## src/rtl/servo_linear_interpolator_macros.svh

```systemverilog
// Assertion macros shared by the servo interpolator RTL.
`ifndef SERVO_LINEAR_INTERPOLATOR_MACROS_SVH
`define SERVO_LINEAR_INTERPOLATOR_MACROS_SVH

// Whenever ante holds at a clock edge outside reset, cons holds at that same edge.
`define SLI_ASSERT_IMPLIES(lbl, clk, rstn, ante, cons, msg) \
    lbl: assert property (@(posedge clk) disable iff (!rstn) (ante) |-> (cons)) \
        else $error(msg);

// Whenever ante holds at a clock edge outside reset, cons holds at the next edge.
`define SLI_ASSERT_NEXT(lbl, clk, rstn, ante, cons, msg) \
    lbl: assert property (@(posedge clk) disable iff (!rstn) (ante) |=> (cons)) \
        else $error(msg);

`endif

```

## src/rtl/sli_pkg.sv

```systemverilog
// Types and constants shared by the servo linear interpolator.
package sli_pkg;

    localparam int NUM_SERVOS = 16;
    localparam int SERVO_AW   = (NUM_SERVOS > 1) ? $clog2(NUM_SERVOS) : 1;
    localparam int POS_W      = 16;
    localparam int DUR_W      = 16;
    localparam int ELAPSED_W  = 17;
    localparam int PERIOD_W   = 10;
    localparam int FRAC_W     = 16;
    localparam int IDX_W      = 4;
    localparam int PADDR_W    = 3;
    localparam logic [PERIOD_W-1:0] PERIOD_RESET = PERIOD_W'(20);

    typedef enum logic [1:0] {
        OP_LOAD  = 2'd0,
        OP_START = 2'd1,
        OP_TICK  = 2'd2,
        OP_ABORT = 2'd3
    } t_op;

    typedef struct packed {
        t_op                operation;
        logic [IDX_W-1:0]   servo_index;
        logic [POS_W-1:0]   start_pos;
        logic [POS_W-1:0]   target_pos;
        logic [DUR_W-1:0]   move_duration;
    } t_cmd;

    typedef struct packed {
        logic [IDX_W-1:0]   servo_number;
        logic [POS_W-1:0]   position;
        logic               position_valid;
        logic               done_res;
        logic               last;
    } t_result;

    // Request to the fraction divider: quotient = (num << FRAC_W) / den, num < den.
    typedef struct packed {
        logic               go;
        logic [DUR_W-1:0]   num;
        logic [DUR_W-1:0]   den;
    } t_div_req;

    typedef struct packed {
        logic               done;
        logic [FRAC_W-1:0]  quot;
    } t_div_rsp;

endpackage

```

## src/rtl/sli_ram.sv

```systemverilog
// Generic single-port-write, registered-read RAM.
module sli_ram #(
    parameter int WIDTH = 32,
    parameter int DEPTH = 16
) (
    input  logic                                       i_clk,
    input  logic                                       i_we,
    input  logic [((DEPTH > 1) ? $clog2(DEPTH) : 1)-1:0] i_waddr,
    input  logic [WIDTH-1:0]                           i_wdata,
    input  logic [((DEPTH > 1) ? $clog2(DEPTH) : 1)-1:0] i_raddr,
    output logic [WIDTH-1:0]                           o_rdata
);

    logic [WIDTH-1:0] r_mem [DEPTH];
    logic [WIDTH-1:0] r_rdata;

    always_ff @(posedge i_clk) begin
        if (i_we) begin
            r_mem[i_waddr] <= i_wdata;
        end
        r_rdata <= r_mem[i_raddr];
    end

    assign o_rdata = r_rdata;

endmodule

```

## src/rtl/sli_div.sv

```systemverilog
// Restoring divider producing the Q16 move fraction, one quotient bit per cycle.
module sli_div (
    input  logic              i_clk,
    input  logic              i_rst_n,
    input  sli_pkg::t_div_req i_req,
    output sli_pkg::t_div_rsp o_rsp
);

    localparam int CNT_W = $clog2(sli_pkg::FRAC_W);

    logic [sli_pkg::DUR_W-1:0]  r_rem;
    logic [sli_pkg::DUR_W-1:0]  r_den;
    logic [sli_pkg::FRAC_W-1:0] r_quot;
    logic [CNT_W-1:0]           r_cnt;
    logic                       r_busy;
    logic                       r_done;

    logic [sli_pkg::DUR_W:0]    shifted;
    logic                       fits;
    logic [sli_pkg::DUR_W:0]    diff;

    // The remainder stays below the divisor, so one extra bit holds the shifted value.
    assign shifted = {r_rem, 1'b0};
    assign fits    = shifted >= {1'b0, r_den};
    assign diff    = shifted - {1'b0, r_den};

    always_ff @(posedge i_clk) begin
        if (!i_rst_n) begin
            r_busy <= 1'b0;
            r_done <= 1'b0;
            r_cnt  <= '0;
        end else begin
            r_done <= 1'b0;
            if (i_req.go) begin
                r_busy <= 1'b1;
                r_cnt  <= '0;
            end else if (r_busy) begin
                r_cnt <= r_cnt + CNT_W'(1);
                if (r_cnt == CNT_W'(sli_pkg::FRAC_W - 1)) begin
                    r_busy <= 1'b0;
                    r_done <= 1'b1;
                end
            end
        end
    end

    always_ff @(posedge i_clk) begin
        if (i_req.go) begin
            r_rem  <= i_req.num;
            r_den  <= i_req.den;
            r_quot <= '0;
        end else if (r_busy) begin
            r_rem  <= fits ? diff[sli_pkg::DUR_W-1:0] : shifted[sli_pkg::DUR_W-1:0];
            r_quot <= {r_quot[sli_pkg::FRAC_W-2:0], fits};
        end
    end

    assign o_rsp.done = r_done;
    assign o_rsp.quot = r_quot;

endmodule

```

## src/rtl/servo_linear_interpolator.sv

```systemverilog
// Top level of the servo linear interpolator: command port, sequencer and result pipeline.
//
// Usage: a command word is taken on i_cmd at a clock edge where start is high and busy
// is low. Load, start and abort words finish in that cycle and give no result, and busy
// stays low, so they may follow each other every cycle. A tick while no move is armed
// gives one result word (position_valid low, done_res and last high) in the next cycle.
// A tick during a move raises busy and gives NUM_SERVOS result words, servo 0 first,
// one per cycle on o_result marked by o_strobe; last marks the final word.
// When the tick ends the move the words carry the targets and pass through the table read,
// the registered product stage and the output register; otherwise the Q16 fraction comes
// first from a shared restoring divider, one quotient bit per cycle, and the stream starts
// once it is done. Busy drops with the final word.
// The receiver cannot stall: each word is on the port for exactly one cycle.
// The tick period register sits at APB byte address 0; pready is always high.
// Synchronous active-low reset disarms the move, sets the duration to one, clears the
// elapsed time and restores the tick period to 20 ms. The endpoint tables are not
// cleared: load each servo before the first tick.
`include "servo_linear_interpolator_macros.svh"

module servo_linear_interpolator (
    input  logic                          i_clk,
    input  logic                          i_rst_n,
    input  logic                          start,
    output logic                          busy,
    input  sli_pkg::t_cmd                 i_cmd,
    output logic                          o_strobe,
    output sli_pkg::t_result              o_result,
    input  logic                          psel,
    input  logic                          penable,
    input  logic                          pwrite,
    input  logic [sli_pkg::PADDR_W-1:0]   paddr,
    input  logic [31:0]                   pwdata,
    output logic [31:0]                   prdata,
    output logic                          pready
);

    localparam int SAW = sli_pkg::SERVO_AW;
    localparam int PW  = sli_pkg::POS_W;
    localparam logic [SAW-1:0] LAST_SERVO = SAW'(sli_pkg::NUM_SERVOS - 1);

    typedef enum logic [1:0] {S_IDLE, S_DIV, S_STREAM, S_DRAIN} t_state;

    t_state                          r_state;
    logic [sli_pkg::PERIOD_W-1:0]    r_period;
    logic [sli_pkg::DUR_W-1:0]       r_duration;
    logic [sli_pkg::ELAPSED_W-1:0]   r_elapsed;
    logic                            r_active;
    logic                            r_finish;
    logic [sli_pkg::FRAC_W-1:0]      r_t;
    logic [SAW-1:0]                  r_rd_idx;

    logic                            r_p1_vld;
    logic [SAW-1:0]                  r_p1_idx;
    logic                            r_p1_last;
    logic                            r_p2_vld;
    logic [SAW-1:0]                  r_p2_idx;
    logic                            r_p2_last;
    logic [PW-1:0]                   r_p2_start;
    logic [PW-1:0]                   r_p2_target;
    logic [PW-1:0]                   r_p2_step;

    logic                            r_strobe;
    sli_pkg::t_result                r_result;

    logic                            accept;
    logic                            cfg_wr;
    logic                            ram_we;
    logic [SAW-1:0]                  ram_waddr;
    logic [2*PW-1:0]                 ram_rdata;
    logic [PW-1:0]                   rd_start;
    logic [PW-1:0]                   rd_target;
    logic [sli_pkg::ELAPSED_W-1:0]   n_elapsed;
    logic                            ends_move;
    logic signed [PW:0]              delta;
    logic signed [2*PW+1:0]          prod;
    sli_pkg::t_div_req               div_req;
    sli_pkg::t_div_rsp               div_rsp;

    assign busy     = (r_state != S_IDLE);
    assign accept   = start && !busy;
    assign cfg_wr   = psel && penable && pwrite;
    assign pready   = 1'b1;
    assign prdata   = (paddr[2] == 1'b0) ? {22'd0, r_period} : 32'd0;

    // Loads addressing a servo beyond the table are dropped.
    assign ram_we    = accept && (i_cmd.operation == sli_pkg::OP_LOAD)
                       && ({28'd0, i_cmd.servo_index} < 32'(sli_pkg::NUM_SERVOS));
    assign ram_waddr = SAW'(i_cmd.servo_index);

    sli_ram #(
        .WIDTH (2 * PW),
        .DEPTH (sli_pkg::NUM_SERVOS)
    ) u_table (
        .i_clk   (i_clk),
        .i_we    (ram_we),
        .i_waddr (ram_waddr),
        .i_wdata ({i_cmd.start_pos, i_cmd.target_pos}),
        .i_raddr (r_rd_idx),
        .o_rdata (ram_rdata)
    );

    assign rd_start  = ram_rdata[2*PW-1:PW];
    assign rd_target = ram_rdata[PW-1:0];

    assign n_elapsed = r_elapsed + sli_pkg::ELAPSED_W'(r_period);
    assign ends_move = n_elapsed >= {1'b0, r_duration};

    // The divisor is the stored duration; the elapsed time is below it here.
    assign div_req.go  = accept && (i_cmd.operation == sli_pkg::OP_TICK) && r_active
                         && !ends_move;
    assign div_req.num = n_elapsed[sli_pkg::DUR_W-1:0];
    assign div_req.den = r_duration;

    sli_div u_div (
        .i_clk   (i_clk),
        .i_rst_n (i_rst_n),
        .i_req   (div_req),
        .o_rsp   (div_rsp)
    );

    assign delta = $signed({1'b0, rd_target}) - $signed({1'b0, rd_start});
    assign prod  = delta * $signed({1'b0, r_t});

    always_ff @(posedge i_clk) begin
        if (!i_rst_n) begin
            r_state    <= S_IDLE;
            r_period   <= sli_pkg::PERIOD_RESET;
            r_duration <= sli_pkg::DUR_W'(1);
            r_elapsed  <= '0;
            r_active   <= 1'b0;
            r_rd_idx   <= '0;
            r_p1_vld   <= 1'b0;
            r_p2_vld   <= 1'b0;
            r_strobe   <= 1'b0;
        end else begin
            if (cfg_wr && (paddr[2] == 1'b0)) begin
                r_period <= pwdata[sli_pkg::PERIOD_W-1:0];
            end

            r_strobe <= 1'b0;
            r_p1_vld <= 1'b0;

            unique case (r_state)
                S_IDLE: begin
                    if (accept) begin
                        unique case (i_cmd.operation)
                            sli_pkg::OP_LOAD: begin
                            end
                            sli_pkg::OP_START: begin
                                r_duration <= (i_cmd.move_duration == '0)
                                              ? sli_pkg::DUR_W'(1) : i_cmd.move_duration;
                                r_elapsed  <= '0;
                                r_active   <= 1'b1;
                            end
                            sli_pkg::OP_ABORT: begin
                                r_active <= 1'b0;
                            end
                            sli_pkg::OP_TICK: begin
                                if (!r_active) begin
                                    r_strobe                <= 1'b1;
                                    r_result.servo_number   <= '0;
                                    r_result.position       <= '0;
                                    r_result.position_valid <= 1'b0;
                                    r_result.done_res       <= 1'b1;
                                    r_result.last           <= 1'b1;
                                end else begin
                                    r_elapsed <= n_elapsed;
                                    r_finish  <= ends_move;
                                    r_rd_idx  <= '0;
                                    if (ends_move) begin
                                        r_active <= 1'b0;
                                        r_state  <= S_STREAM;
                                    end else begin
                                        r_state <= S_DIV;
                                    end
                                end
                            end
                            default: begin
                            end
                        endcase
                    end
                end
                S_DIV: begin
                    if (div_rsp.done) begin
                        r_t     <= div_rsp.quot;
                        r_state <= S_STREAM;
                    end
                end
                S_STREAM: begin
                    r_p1_vld  <= 1'b1;
                    r_p1_idx  <= r_rd_idx;
                    r_p1_last <= (r_rd_idx == LAST_SERVO);
                    if (r_rd_idx == LAST_SERVO) begin
                        r_state <= S_DRAIN;
                    end else begin
                        r_rd_idx <= r_rd_idx + SAW'(1);
                    end
                end
                S_DRAIN: begin
                    if (r_p2_vld && r_p2_last) begin
                        r_state <= S_IDLE;
                    end
                end
                default: begin
                    r_state <= S_IDLE;
                end
            endcase

            // Table word arrives in the cycle after its address; the product is registered.
            r_p2_vld <= r_p1_vld;
            if (r_p1_vld) begin
                r_p2_idx    <= r_p1_idx;
                r_p2_last   <= r_p1_last;
                r_p2_start  <= rd_start;
                r_p2_target <= rd_target;
                r_p2_step   <= prod[2*PW-1:PW];
            end

            // Taking bits above the fraction of the signed product floors it.
            if (r_p2_vld) begin
                r_strobe                <= 1'b1;
                r_result.servo_number   <= sli_pkg::IDX_W'(r_p2_idx);
                r_result.position       <= r_finish ? r_p2_target : r_p2_start + r_p2_step;
                r_result.position_valid <= 1'b1;
                r_result.done_res       <= r_finish;
                r_result.last           <= r_p2_last;
            end
        end
    end

    assign o_strobe = r_strobe;
    assign o_result = r_result;

    `SLI_ASSERT_IMPLIES(a_idle_word, i_clk, i_rst_n,
        o_strobe && !o_result.position_valid,
        o_result.last && o_result.done_res && (o_result.position == '0),
        "idle tick word carries a position or misses its flags")
    `SLI_ASSERT_IMPLIES(a_last_frees, i_clk, i_rst_n,
        o_strobe && o_result.last, !busy,
        "block still busy when the final word of a tick leaves")
    `SLI_ASSERT_IMPLIES(a_div_in_state, i_clk, i_rst_n,
        div_rsp.done, r_state == S_DIV,
        "divider finished outside the divide phase")
    `SLI_ASSERT_NEXT(a_drain_ends, i_clk, i_rst_n,
        (r_state == S_DRAIN) && r_p2_vld && r_p2_last,
        o_strobe && o_result.last && (r_state == S_IDLE),
        "drain did not end with the final word")

endmodule

```

## config.mk

```make
export PLATFORM = sky130hd
export DESIGN_NAME = servo_linear_interpolator
export DESIGN_NICKNAME = d
export VERILOG_FILES = /design/src/rtl/sli_pkg.sv /design/src/rtl/sli_ram.sv /design/src/rtl/sli_div.sv /design/src/rtl/servo_linear_interpolator.sv
export VERILOG_INCLUDE_DIRS = /design/src /design/src/rtl
export SDC_FILE = /design/constraint.sdc
export NUM_CORES = 2
export LEC_CHECK = 0
export BUFFER_PORTS_ARGS = -buffer_cell sky130_fd_sc_hd__buf_2
export CORE_AREA = 2 2 288 290
export CTS_CLUSTER_DIAMETER = 100
export DETAILED_ROUTE_END_ITERATION = 7
export DIE_AREA = 0 0 290 292
export GPL_TIMING_DRIVEN = 0
export PLACE_DENSITY = 0.68
export SETUP_SLACK_MARGIN = 0.5
export SLEW_MARGIN = 20
export SYNTH_ARGS = -nofsm -noshare
export SYNTH_HDL_FRONTEND = slang
export SYNTH_SLANG_ARGS = --single-unit
```

## constraint.sdc

```tcl
create_clock -name i_clk -period 20.9 [get_ports i_clk]
set_input_delay 2.09 -clock i_clk [delete_from_list [all_inputs] [get_ports i_clk]]
set_output_delay 2.09 -clock i_clk [all_outputs]
set_load 0.01 [all_outputs]
```

Yosys cells after proc, flatten, opt, wreduce, memory -nomap -nowiden
Memories as Yosys holds them, arrays and structs flattened. A register that Yosys moved wholly into a read port is not among the register bits.
Cells that the tools add are included.
W data, S select, Z words.

word-level totals
  bits in registers = 205
  latch bits = 0
  memory bits (writable) = 512
  ROM bits = 0
  output and inout port bits = 58
  word-level logic and storage cells = 134
  memories = 1

memory list
  name           depth  width  read ports  clocked after memory_dff  wr ports  RTL line       source
  u_table.r_mem  16     32     1           1                         1         sli_ram.sv:14  logic [WIDTH-1:0] r_mem [DEPTH];

operators by class
  add/sub/neg operators = 6
  multipliers = 1
  div/mod/pow operators = 0
  order comparisons = 2
  equality and inequality tests = 17
  shifts and indexed selects = 0
  muxes and demuxes = 41
  bitwise logic cells = 3
  reductions and logical operators = 34

operator list
  operator               count
  $mux W23               5
  $mux W16               5
  $ge A17 B16 Y1         2
  $pmux W17 S2           1
  $mul A17 B17 Y32       1
  $add A17 B10 Y17       1
  $mux W17               1
  $sub A16 B16 Y17       1
  $add A16 B16 Y16       1
  $logic_not A16 Y1      1
  $mux W4                4
  $sub A16 B16 Y16       1
  $reduce_and A5 Y1      3
  $mux W1                14
  $mux W2                7
  $ne A2 B2 Y1 const B   7
  $reduce_bool A2 Y1     7
  $mux W10               1
  $logic_and A1 B1 Y1    9
  $reduce_and A3 Y1      3
  $add A4 B1 Y4 const B  2
  $eq A2 B2 Y1 const B   4
  $eq A4 B4 Y1 const B   2
  $pmux W2 S4            1
  other kinds (13)       20

Longest topological paths before layout
  word-level depth = 7
  gate-level depth with buffers = 33

Modules after synthesis
Synthesis repeated with hierarchy kept, for this count alone.

second synthesis, totals
  cells, all modules = 2956
  area total of the unflattened synthesis = 40468.8 um2

by module, submodules not included
  module                     instances  cells an instance  area each (um2)
  sli_ram                    1          838                19835.3
  servo_linear_interpolator  1          1838               17659.4
  sli_div                    1          280                2974.1

Worst setup path before layout
Ideal clock, no wire load.

  kind = register -> register
  from = register u_table.r_rdata[17] (netlist: u_table.o_rdata[17]) (read register of u_table.r_mem)
  to = register r_p2_step[14], data pin
  data arrival time = 7.286 ns
  required time = 20.638 ns
  slack = 13.352 ns
  stages on the path, launching flop included = 33
  buffers on the path = 1
  period minus slack after synthesis = 7.548 ns
  cell sequence = dfxtp_1 inv_1 ha_1 nor2b_1 o21ai_2 a21boi_1 o21ai_2 a21oi_1 inv_1 o21ai_0 xor2_1 clkbuf_1 and2_1 fa_1 inv_1 fa_1 inv_1 fa_1 fa_1 fa_1 inv_1 fa_1 inv_1 ha_1 a2111oi_4 inv_1 o211ai_2 o211ai_4 nor4b_4 o21ai_2 o41ai_4 o21bai_1 xor2_1

on the way
  word-level cells in the longest chain between the ends = 2

RTL lines
  what                  RTL line                          source
  from (decl)           sli_ram.sv:15                     logic [WIDTH-1:0] r_rdata;
  $sub A16 B16 Y17      servo_linear_interpolator.sv:121  assign delta = $signed({1'b0, rd_target}) - $signed({1'b0, rd_start});
  $mul A17 B17 Y32      servo_linear_interpolator.sv:122  assign prod = delta * $signed({1'b0, r_t});
  net prod[30]          servo_linear_interpolator.sv:75   logic signed [2*PW+1:0] prod;
  to (signal assigned)  servo_linear_interpolator.sv:216  r_p2_step <= prod[2*PW-1:PW];
  to (decl)             servo_linear_interpolator.sv:60   logic [PW-1:0] r_p2_step;

The timed path passes the listed nets, and every way through them passes these cells.
A chain may end at the register's enable or synchronous reset.

Worst setup path after layout
Ends and elaborated chain as after synthesis.

==> metrics <==
starting density of the core around half; crit path max-delay cell type xnor2_1; share of layout cells above drive strength 1 about 16%; clock sinks 749; Routed WL roughly 95,000 microns; first-pass GRT wire length 145,000 microns; worst path required time roughly 21,000 ps; Hold EP r_p2_idx[0]$_DFFE_PP_; Crit path max-delay family adder cells; core area around 0.08 sq mm; Max Clk Rate approximately 0.11 GHz; Final period util about 45%; largest net degree at the start of global routing 54; H-tree depth 3; outcome complete, no violations; Clock Tree Root clkbuf_16; Die Span X between 200 and 300 microns; crit path launch type register; Setup violations, final 0; WS Path Type reg -> reg; min Tclk post-route 9420 ps; Worst R2R Start u_table.o_rdata[17]$_DFF_P_; Critical R2R Capture r_p2_step[14]$_DFFE_PP_; GRT overflow 0; Setup Skew between 20 and 30 ps; DIE AREA ~0.085 sq mm; fin nets ~3,600; non-filler cells, final 4,227; max capacitance violation total 0; Worst-Skew Late Latency about 630 ps; detailed placement HPWL 69,700 microns; post-synthesis average cell area between 10 and 15 sq um; Post-synth EDFFs around 640; ANT nets after route 0; Final Core Density roughly 56%; Vias around 23,000; most frequent cells in the layout edfxtp_1, inv_1, fa_1; Placer Congestion ~0.94; Ports 153; count of cell types in the netlist 77; unrepaired setup endpoints after global routing no; GRT Total Usage 22.8%; DR iter-0 viols approximately 1,800; Critical Path AT 9780 ps; Seq cells post-synth ~750; r2r setup slk around 11,000 ps; Worst Tran Pin Value 1170 ps; HP Class reg -> reg; CTS tree yes; # Post-CTS Setup Buffers 0; Post-Syn Area between 0.04 and 0.05 sq mm; CP endpoint kind register; hold_sp r_p1_idx[0]$_DFFE_PP_; antenna violations before repair 13; commonest non-fill, non-tap cell in the layout edfxtp_1; Post-Synthesis Cells approximately 2,900; router iterations before antenna repair 5; ys async rst share 0%; wire per inst between 20 and 25 microns; Hold Vio Cnt, Final 0; vias in the first global route about 24,000; PortBufs between 100 and 150; Core Rows about 110; cts hold-fix bufs 0; Layout area overhead 12.7%; Worst Path Buf+Inv 6; fill count between 6,000 and 7,000; Setup Total Neg Slack 0 ps; Levels on crit path 31; Worst Reg-to-Reg Cells 31; Post-Place Cells 4,084; TritonCTS buffer count 75; post-cts resize count 0; yosys warns 0; slowest stage delay, CP 820 ps; Cells on Worst Hold Path 0; top_reg_cell synth edfxtp_1; post-synthesis sequential area ratio about 53%; Reg clk slew, reported paths approximately 60 ps; Hold WS about 420 ps; clock tree buffer depth 3; Max-Slew Margin vs Limit approximately 22%; # DRC 0; Vias/cell 5.53; Crit. Startpoint u_table.o_rdata[17]$_DFF_P_; crit-path max FO 10; critical path's most frequent cell fa_1; Pins Over Slew Limit 0; Die Y 292 microns
==> registers in the layout (all words and copies together), names as in the netlist, 2 cells and up <==
name             count
u_table.o_rdata     32
r_elapsed           17
r_period            10
r_p2_target         16
u_div.r_den         16
u_div.r_quot        16
u_table.r_mem      512
r_p2_start          16
u_div.r_cnt          4
o_result            23
r_duration          16
r_t                 16
r_p2_step           16
u_div.r_rem         16
r_p2_idx             4
r_p1_idx             4
r_rd_idx             4
r_state              2
==> cells in the mapped netlist, types with 25 or more instances <==
| master | instances | area share, % |
|---|---|---|
| ha_1 | 159 | 4.9 |
| fa_1 | 264 | 13 |
| edfxtp_1 | 642 | 48 |
| a21boi_0 | 28 | 0.52 |
| xnor2_1 | 55 | 1.2 |
| and2_1 | 138 | 2.1 |
| mux2i_1 | 30 | 0.74 |
| clkbuf_1 | 82 | 0.76 |
| nor2_1 | 86 | 0.80 |
| buf_4 | 25 | 0.47 |
| nand2_1 | 246 | 2.3 |
| xor2_1 | 30 | 0.65 |
| mux4_2 | 160 | 8.9 |
| dfxtp_1 | 107 | 5.3 |
| a21oi_1 | 62 | 0.77 |
| inv_1 | 380 | 3.5 |
| o21ai_0 | 50 | 0.62 |
| nor2b_1 | 44 | 0.68 |
==> worst max-delay path by stage <==
| stage | slack, ps | endpoint |
|---|---|---|
| after floorplan | 13350 | r_p2_step[14]$_DFFE_PP_ |
| after CTS | 11570 | r_p2_step[14]$_DFFE_PP_ |
| after global placement | 11750 | r_p2_step[14]$_DFFE_PP_ |
| final | 11480 | r_p2_step[14]$_DFFE_PP_ |
| after global routing | 10990 | r_p2_step[14]$_DFFE_PP_ |
| after detailed placement | 11580 | r_p2_step[14]$_DFFE_PP_ |
==> stage by stage <==
| stage | cell area, sq um | setup slack [ps] |
|---|---|---|
| 3_3_place_gp | 42300 | 11750 |
| 3_5_place_dp | 42900 | 11580 |
| 5_1_grt | 45500 | 10990 |
| 6_report | 45500 | 11480 |
| 4_1_cts | 45500 | 11570 |
| 2_1_floorplan | 40400 | 13350 |
==> final cells by class <==
cell class	instances	area, sq um	share of cell area (%)
Tap cell	1070	1340	2.94
Clock inverter	44	527	1.16
Buffer	129	608	1.34
Clock buffer	94	1990	4.37
Sequential cell	749	21400	47.1
Multi-Input combinational cell	1616	17100	37.6
Antenna cell	3	7.51	0.0165
Timing Repair Buffer	142	1080	2.37
Inverter	380	1430	3.14
==> routing by layer <==
metal  share of wire [%]  up-vias  global-route usage (%)
met4                 3.1       12                    7.60
li1                    -    10405                       -
met3                 6.7      182                    3.61
met2                  51      841                    39.7
met1                  39    11915                    29.3
met5               0.072        -                       0
==> cell families after synthesis <==
logic type	Yosys count	synth area share (%)
AO/OA/AOI/OAI	239	4.07
XOR/XNOR	85	1.84
adder cells (fa/ha/maj)	427	18.1
buffers and inverters	509	5.02
flip-flops	749	53.1
multiplexers	198	9.90
other	2	0.0186
AND/OR/NAND/NOR	644	7.94
Power is left out: the tool's default activity adds up to more than one toggle a clock period on the data nets, which glitch-free logic cannot reach.
